File: config.mk
export PLATFORM = sky130hd
export DESIGN_NAME = bursol_div
export DESIGN_NICKNAME = d
export VERILOG_FILES = /design/src/sv/bursol_pkg.sv /design/src/sv/bursol_div.sv
export SDC_FILE = /design/constraint.sdc
export NUM_CORES = 1
export LEC_CHECK = 0
export ABC_AREA = 1
export BUFFER_PORTS_ARGS = -buffer_cell sky130_fd_sc_hd__buf_2
export CAP_MARGIN = 25
export CORE_ASPECT_RATIO = 1.2
export CORE_MARGIN = 2
export CORE_UTILIZATION = 35
export DETAILED_ROUTE_END_ITERATION = 16
export PLACE_DENSITY = 0.66
export SLEW_MARGIN = 20
export SYNTH_ARGS = -nofsm -noshare
export SYNTH_HDL_FRONTEND = slang
export SYNTH_SLANG_ARGS = --single-unit
export TNS_END_PERCENT = 30
File: constraint.sdc
create_clock -name i_clk -period 5.4 [get_ports i_clk]
set_input_delay 0 -clock i_clk [delete_from_list [all_inputs] [get_ports i_clk]]
set_output_delay 0 -clock i_clk [all_outputs]
set_load 0.01 [all_outputs]
File: src/sv/bursol_pkg.sv
`default_nettype none
package bursol_pkg;

    // Storage depth and arithmetic widths.
    localparam int MAX_CELLS_DEF = 1024;
    localparam int DIV_W         = 56;
    localparam int DSR_W         = 32;
    localparam int XW            = 52;
    localparam int FW            = 42;

    localparam logic [30:0] TIME_MAX   = 31'h7FFF_FFFF;
    localparam logic [15:0] STEP_LIMIT = 16'hFFFF;
    localparam logic [24:0] ONE_Q      = 25'h100_0000;
    localparam logic [30:0] HALF_Q     = 31'h0080_0000;

    // Request kinds carried in tuser.
    localparam logic [1:0] REQ_WRITE = 2'd0;
    localparam logic [1:0] REQ_RUN   = 2'd1;
    localparam logic [1:0] REQ_READ  = 2'd2;

    // Result status codes.
    localparam logic [1:0] STAT_OK         = 2'd0;
    localparam logic [1:0] STAT_ZERO_SPEED = 2'd1;
    localparam logic [1:0] STAT_BAD_INDEX  = 2'd2;

    // Configuration register indexes.
    localparam logic [2:0] CFG_CELLS = 3'd0;
    localparam logic [2:0] CFG_DX    = 3'd1;
    localparam logic [2:0] CFG_LEFT  = 3'd2;
    localparam logic [2:0] CFG_TEND  = 3'd3;
    localparam logic [2:0] CFG_CFL   = 3'd4;

    localparam logic [9:0]  RST_CELLS = 10'd100;
    localparam logic [30:0] RST_DX    = 31'd503316;
    localparam logic [31:0] RST_LEFT  = 32'hFF00_0000;
    localparam logic [30:0] RST_TEND  = 31'd8388608;
    localparam logic [24:0] RST_CFL   = 25'd8388608;

    typedef enum logic [4:0] {
        S_IDLE,
        S_READ_DATA,
        S_RESP,
        S_CHECK,
        S_SCAN,
        S_SCAN_LAST,
        S_VCHK,
        S_DT_START,
        S_DT_WAIT,
        S_R_START,
        S_R_WAIT,
        S_SW_START,
        S_SW_LOAD,
        S_FX1,
        S_FX2,
        S_FX3,
        S_FX4,
        S_DIFF,
        S_M0,
        S_M1,
        S_M2,
        S_M3,
        S_M4,
        S_GH_T,
        S_GH_X,
        S_EX,
        S_EX_WAIT
    } t_state;

endpackage
`default_nettype wire

File: src/sv/bursol_div.sv
`default_nettype none
module bursol_div import bursol_pkg::*; (
    input  wire logic             i_clk,
    input  wire logic             i_rst_n,
    input  wire logic             i_start,
    input  wire logic [DIV_W-1:0] i_dividend,
    input  wire logic [DSR_W-1:0] i_divisor,
    output logic                  o_done,
    output logic      [DIV_W-1:0] o_quot
);

    localparam int CW = $clog2(DIV_W + 1);

    logic [DSR_W-1:0] r_rem, n_rem;
    logic [DIV_W-1:0] r_quo, n_quo;
    logic [DSR_W-1:0] r_dsr, n_dsr;
    logic [CW-1:0]    r_cnt, n_cnt;
    logic             r_done, n_done;
    logic [DSR_W:0]   w_trial;
    logic [DSR_W:0]   w_diff;

    // Restoring division, one quotient bit per cycle, MSB first.
    always_comb begin
        w_trial = {r_rem, r_quo[DIV_W-1]};
        w_diff  = w_trial - {1'b0, r_dsr};
        n_rem   = r_rem;
        n_quo   = r_quo;
        n_dsr   = r_dsr;
        n_cnt   = r_cnt;
        n_done  = 1'b0;
        if (i_start) begin
            n_rem = '0;
            n_quo = i_dividend;
            n_dsr = i_divisor;
            n_cnt = CW'(DIV_W);
        end else if (r_cnt != '0) begin
            if (!w_diff[DSR_W]) begin
                n_rem = w_diff[DSR_W-1:0];
                n_quo = {r_quo[DIV_W-2:0], 1'b1};
            end else begin
                n_rem = w_trial[DSR_W-1:0];
                n_quo = {r_quo[DIV_W-2:0], 1'b0};
            end
            n_cnt  = r_cnt - CW'(1);
            n_done = (r_cnt == CW'(1));
        end
    end

    always_ff @(posedge i_clk) begin
        if (!i_rst_n) begin
            r_cnt  <= '0;
            r_done <= 1'b0;
        end else begin
            r_cnt  <= n_cnt;
            r_done <= n_done;
        end
        r_rem <= n_rem;
        r_quo <= n_quo;
        r_dsr <= n_dsr;
    end

    assign o_done = r_done;
    assign o_quot = r_quo;

endmodule
`default_nettype wire

==> results.md, run 1 <==
- DP Worst Slack: 2870 ps
- I/O pin total: 148
- # setup viols final: 0
- Maximum VDD drop: 0.285 mV
- Total track usage: 19.6%
- Synth Flop Type: edfxtp_1
- TritonCTS sink count: 127
- Vias in the first global route: 7927
- Crit share post-route: 47.1%
- Achievable Freq: 393 MHz
- Die height: 172 microns
- Final net count: 1537
- Vias: 8014
- Arrival @ worst endpoint: 2880 ps
- Hold Fails Final Rpt: 0
- Hpwl dp: 16800 microns
- Clock skew: 16.9 ps
- Worst hold-check path type: input port to flip-flop
- Async S/R FF share, synth: 0%
- Clk Latency, worst-skew pair: 440 ps
- RSZ-0062 raised after global routing: no
- Fillers: 2287
- Final setup margin: 2860 ps
- FF+latch count, synth: 127
- Pwr/cell area: 463 mW/mm^2
- Most Crowded Layer GR: met2
- Xor/xnor share of the synthesized area: 1.27%
- CTS Root Cell: clkbuf_16
- Setup bufs post-CTS: 0
- Clock tree buffer depth: 2
- Diode count: 0
- Routed Antenna Nets: 0
- Num rows: 61
- Antenna violations before repair: 0
- Syn Nets: 1306
- Global Route met3 Usage: 4.87%
- Max-slew headroom: 50.8%
- Hold-fix buffer count after cts: 89
- Simple-Gate Fraction of Synth Area: 38.2%
- DR pass1 iterations: 5
- CTS tree: done
- Syn Area/Cell: 6.99 sq um
- Share of layout cells above drive strength 1: 16.8%
- Area of the core: 0.0231 sq mm
- Routing usage on met2: 34.5%
- Synth Instances: 1180
- Minimum clock period: 2540 ps
- Final Max Tran Viols: 0
- Wire per inst: 13.5 microns
- Clk slew on worst S/H paths: 60 ps
- Combinational family with the most area after synthesis: simple AND/OR/NAND/NOR gates
- Max FO, Critical Path: 19
- Worst setup SP type: flip-flop
- Synth Area in Compound Gates: 2.29%
- Warnings from Yosys: 0
- Global-route wire length before repair: 37900 microns
- Number of buffers created by CTS: 17
- Post-Route WL: 23500 microns
- Leakage power figure: 5.92 nW
- Port Buffer Count: 147
- Gp weighted congestion: 0.930
- Setup_tns: 0 ps
- Mux share of post-synthesis cell area: 0%
- Status: finished clean
- Seq/Total Area, Yosys: 41.5%
- Critical path endpoint category: flip-flop
- Worst slew pin tran: 737 ps
- DR iter-0 viols: 444
- Global route overflow: 0
- Yosys cell types: 37
- Post-Synth Adder-Cell Area: 5.40%
- Starting Density: 35.6%
- Layout Utilization: 46.6%
- Overall Power: 0.00499 W
- Post_cts resized: 0
- Data required time of the critical path: 5730 ps
- Area Growth Syn to Fin: 30.7%
- Post-Place Cell Area: 0.00928 sq mm
- Syn Std Cell Area: 0.00824 sq mm
- DRC viols: 0
- Die area: 0.0248 sq mm
- Max-cap viol count: 0
- Final instance area: 0.0108 sq mm
- Met1 usage: 22.1%
- Via density: 4.61
- Htree depth: 4
- Worst Setup Path Type: flip-flop to flip-flop
- Die W: 144 microns
- Post-synth EDFFs: 88
- Pin count of the biggest net entering global routing: 68
kinds of logic (layout without fill, tap and decap cells):
group	Yosys count	after routing
compound gates	32	32
simple gates	740	740
xor+xnor	12	12
buf+inv	234	478
fa+ha+maj	35	35
flops	127	127
state kept, by name (all words and copies together) (netlist names):
register / count
o_quot: 56
r_dsr: 32
r_rem: 32
r_cnt: 6
o_done: 1
synth_stat cells (all sizes together), types with 2 or more instances:
cell type  instances  area share, %
xnor2              2           0.21
clkbuf            17           0.77
xor2              10            1.1
edfxtp            88             32
nor3               6           0.36
nand4              6           0.46
nor2             114            5.4
ha                34            5.2
and2               3           0.23
buf               12            1.2
a21o               2           0.18
inv              205            9.3
a21oi             22            1.6
nand2            503             25
nand3b             3           0.27
o21ai              6           0.36
nand3            103            6.6
dfxtp             39            9.5
worst max-delay path: stages (launching register included):
cell      delay [ps]
edfxtp_1         370
inv_1             60
ha_1             220
fa_1             400
inv_1            110
nand2_1           50
nand2_1           70
nand3_1           80
nand2_2          110
nand2_2           80
nand2_4           70
nand2_4           70
nand3_4          230
nand2_4          220
nand2_2          100
nand3_1           80
nand2_1           80
inv_1             30
path summary, 6_finish.rpt:
kind | start | endpoint | slack [ps] | cells past startpoint
setup / recovery | o_quot[55] | r_rem[25] | 2860 | 17
hold / removal | i_start | r_dsr[13] | 120 | 1
setup reg to reg | o_quot[55] | r_rem[25] | 2860 | 17
hold reg to reg | r_cnt[0] | r_cnt[0] | 490 | 2
layer usage:
metal,part of all wire (%),up-vias
met5,0,-
met4,3.9,0
met3,7.0,60
met2,48,312
met1,41,3558
li1,-,4084
cells in the final DEF (no fill, tap or decap), types with 3 or more instances in the layout:
cell	n
inv_1	195
clkinv_4	4
nor2_1	111
dfxtp_1	39
nand3_1	101
o21ai_0	5
inv_2	10
ha_1	34
nand2_2	29
and2_1	3
nand4_1	6
nand3b_1	3
nand2_8	3
dlygate4sd3_1	89
nand2_1	466
xor2_1	10
nand2_4	5
nor3_1	6
buf_2	146
edfxtp_1	88
buf_4	5
inv_6	3
clkbuf_16	17
a21oi_1	19
final cells by class:
class                      count  area, sq um  share of cell area (%)
clock inverter                13          153                    1.42
clock buffer                  19          453                    4.20
timing repair buffer         241         1690                    15.7
multi-input combinational    819         3890                    36.1
tap                          315          394                    3.66
sequential                   127         3420                    31.8
inverter                     205          769                    7.14
where the power goes:
part	internal, W	leakage (nW)	switching [W]	total [W]
combinational	0.000831	4.38	0.00152	0.00235
clock	0.000713	0.292	0.000483	0.00120
sequential	0.00127	1.24	0.000168	0.00144
total	0.00281	5.92	0.00218	0.00499
per-stage QoR:
step	hold slack, ps	instances
after floorplan	97.6	1180
after global placement	179	1617
after detailed placement	178	1618
after CTS	138	1739
after global routing	152	1739
final	122	1739
Power figures use the tool's default switching activity.
==> run 2: changes to the inputs <==
ABC_AREA = 0   (was 1)
PLACE_DENSITY = 0.69   (was 0.66)
clock period = 2.33 ns   (was 5.4 ns; I/O delays follow)
==> run 2 against run 1 <==
Effect of this change: utilization up 9.0 points; synthesized cell count down 44%; wire length down 11%; global-route usage up 0.15 points; die area down 14%; first-iteration DRC count down 33%; clock skew down 5.2 ps; critical endpoint is now r_rem[21]; flip-flop and latch count unchanged; clock-buffer cell count down 2; setup slack worse by 3400 ps; the run now ends with setup timing left; worst hold slack worse by 58 ps.
==> results.md, run 2 <==
- Status: finished, violations left
- Failing checks: setup timing
- Worst setup SP type: flip-flop
- Most frequent cells in the layout: 146 x buf_2, 131 x buf_4, 88 x dlygate4sd3_1, 88 x edfxtp_1, 55 x mux2_2
- Non-filler cells in the finished layout: 1306 (-25%)
- Yosys cell types: 70 (+89%)
- DR WL met2: 10300 microns (-9.6%)
- Max FO, Critical Path: 4 (-15)
- Achievable Freq: 343 MHz (-13%)
- Total track usage: 19.7% (+0.15 points)
- DR iter-0 viols: 299 (-33%)
- Final setup margin: -582 ps (-3440 ps)
- Fillers: 1683 (-26%)
- Buf+Inv Stages, Crit Path: 1 (-2)
- Clock skew: 11.7 ps (-5.24 ps)
- Arrival @ worst endpoint: 3230 ps (+350 ps)
- Async S/R FF share, synth: 0% (unchanged)
- Global route overflow: 0 (unchanged)
- DR pass1 iterations: 4 (-1)
- Num rows: 57 (-6.6%)
- Vias: 6606 (-18%)
- M1 WL: 8490 microns (-11%)
- Synth Instances: 658 (-44%)
- Area leader, netlist: edfxtp_1
- Routed wl met3: 1400 microns (-14%)
- Max Used Layer: met4
- Hold Fails Final Rpt: 0 (unchanged)
- Clk slew on worst S/H paths: 60 ps (about the same)
- Final Max Tran Viols: 0 (unchanged)
- Port Buffer Count: 147 (unchanged)
- Largest register FFs: 56 (unchanged)
- Wire per inst: 16.0 microns (+18%)
- Number of buffers created by CTS: 17 (unchanged)
- Placed instance count: 1172 (-28%)
- Global-route wire length before repair: 33700 microns (-11%)
- Die area: 0.0214 sq mm (-14%)
- Worst Setup Path Type: flip-flop to flip-flop
- Top cells by count, synth: 88 x edfxtp_1, 55 x mux2_2, 50 x nor2_1
- Pin count of the biggest net entering global routing: 57 (-16%)
- Post-synth EDFFs: 88 (unchanged)
- R2r setup slk: -580 ps (-3440 ps)
- Maximum VDD drop: 0.793 mV (+180%)
- Die height: 160 microns (-7.1%)
- Layout Utilization: 55.6% (+9.0 points)
- Syn Nets: 784 (-40%)
- Hpwl dp: 13700 microns (-18%)
- Synth area leaders: edfxtp_1 37%, dfxtp_1 11%, mux2_2 8.7%
- Vias in the first global route: 6856 (-14%)
- Biggest cell delay along the critical path: 410 ps (about the same)
- Data required time of the critical path: 2650 ps (-3080 ps)
- # setup viols final: 33 (+33)
- Die W: 134 microns (-7.1%)
- Crit-path cells: ha_4, fa_2, nand2b_4, a21oi_4, o21ai_4, o21ai_4, a31oi_4, o21bai_4, buf_6, xnor2_2, or3_4, a311oi_2
- CTS Root Cell: clkbuf_16
- Warnings from Yosys: 0 (unchanged)
- Leakage power figure: 4.84 nW (-18%)
- Routed Antenna Nets: 0 (unchanged)
- DRC viols: 0 (unchanged)
- Area of the core: 0.0200 sq mm (-13%)
- Critical path endpoint category: flip-flop
- CTS tree: done
- Count leader, synth: edfxtp_1
- Delay-heaviest family, CP: compound AO/OA/AOI/OAI gates
- Synth top area share: 37.3% (+5.3 points)
- Pwr/cell area: 1180 mW/mm^2 (+150%)
- Clock tree buffer depth: 2 (unchanged)
- Gp weighted congestion: 0.877 (-5.7%)
- Diode count: 0 (unchanged)
- RSZ-0062 raised after global routing: yes
- TritonCTS sink count: 127 (unchanged)
- Cell repeated most along the worst path: o21ai_4
- Seq/Total Area, Yosys: 48.3% (+6.8 points)
- Minimum clock period: 2910 ps (+367 ps)
- Worst hold-check path type: input port to flip-flop
- Via density: 5.06 (+9.8%)
- Max-cap viol count: 0 (unchanged)
- Worst slew pin tran: 643 ps (-93.9 ps)
- Syn Area/Cell: 10.8 sq um (+54%)
- Htree depth: 4 (unchanged)
- Synth Flop Type: edfxtp_1
- Antenna violations before repair: 0 (unchanged)
- Post-Route WL: 20900 microns (-11%)
- Crit share post-route: 125% (+78 points)
- Max-slew headroom: 57.1% (+6.3 points)
- Area Growth Syn to Fin: 57.2%
- Final net count: 1154 (-25%)
- Share of layout cells above drive strength 1: 43.5% (+27 points)
- Syn Std Cell Area: 0.00708 sq mm (-14%)
- Starting Density: 35.3% (-0.31 points)
- FF+latch count, synth: 127 (unchanged)
- Commonest non-fill, non-tap cell in the layout: buf_2
- Clk Latency, worst-skew pair: 420 ps (-20 ps)
- I/O pin total: 148 (unchanged)
- Crit-path slowest cell: edfxtp_1
[run 2: metrics by stage]
stage	hold WS, ps	worst slack (ps)	area (sq um)	setup TNS [ps]	total power [W]
finish	64.2	-582	11100	-15240	0.0131
global route	77.3	-717	11100	-19800	0.0139
CTS	31.9	-553	10800	-15650	0.0125
detailed placement	178	-656	9120	-18670	0.00914
global placement	178	-546	9120	-15470	0.00907
floorplan	98.9	-305	7140	-8860	0.00669
[run 2: layout make-up]
class                   count  area (sq um)  area share, %
clock buffers              17           425           3.82
clock inverters            15           161           1.45
inverters                  45           169           1.52
multi-input cells         454          3780           33.9
flip-flops and latches    127          3420           30.7
well taps                 265           332           2.98
repair buffers            383          2850           25.6
[run 2: logic make-up after synthesis]
logic type / synth area share (%)
AOI/OAI and AO/OA: 11.9
xor gates and xnor gates: 3.32
adders and majority gates: 6.29
buffers and inverters: 4.42
DFF: 48.3
muxes: 9.31
and+or+nand+nor: 16.4
[run 2: where the power goes]
part / switching, W / internal (W)
clock network: 0.00107 / 0.00159
registers: 0.000368 / 0.00296
logic: 0.00346 / 0.00364
total: 0.00490 / 0.00819
[run 2: final timing paths]
path	from	depth (start not counted)	endpoint
max reg2reg	r_dsr[0]	12	r_rem[21]
min	i_dividend[0]	4	o_quot[0]
max	r_dsr[0]	12	r_rem[21]
min reg2reg	r_cnt[3]	1	o_done
[run 2: repair_timing]
item | CTS | global route
hold buffers | 88 | 0
gates cloned | 1 | 2
setup buffers | 9 | 3
endpoints found under the hold margin | 94 | 0
pin swaps | 19 | 31
gates resized for setup | 20 | 58
endpoints found under the setup margin | 33 | 33
[run 2: worst register-to-register path: stages, from the launching register on]
cell      delay, ps
edfxtp_1        410
ha_4            190
fa_2            330
nand2b_4        160
a21oi_4         180
o21ai_4          90
o21ai_4         180
a31oi_4         130
o21bai_4        230
buf_6           160
xnor2_2         100
or3_4           400
a311oi_2        250
[run 2: layer usage]
metal | vias to the layer above | track usage (%)
li1 | 3199 | -
met1 | 3118 | 22.6
met2 | 245 | 34.3
met3 | 44 | 5.49
met4 | 0 | 8.51
met5 | - | 0
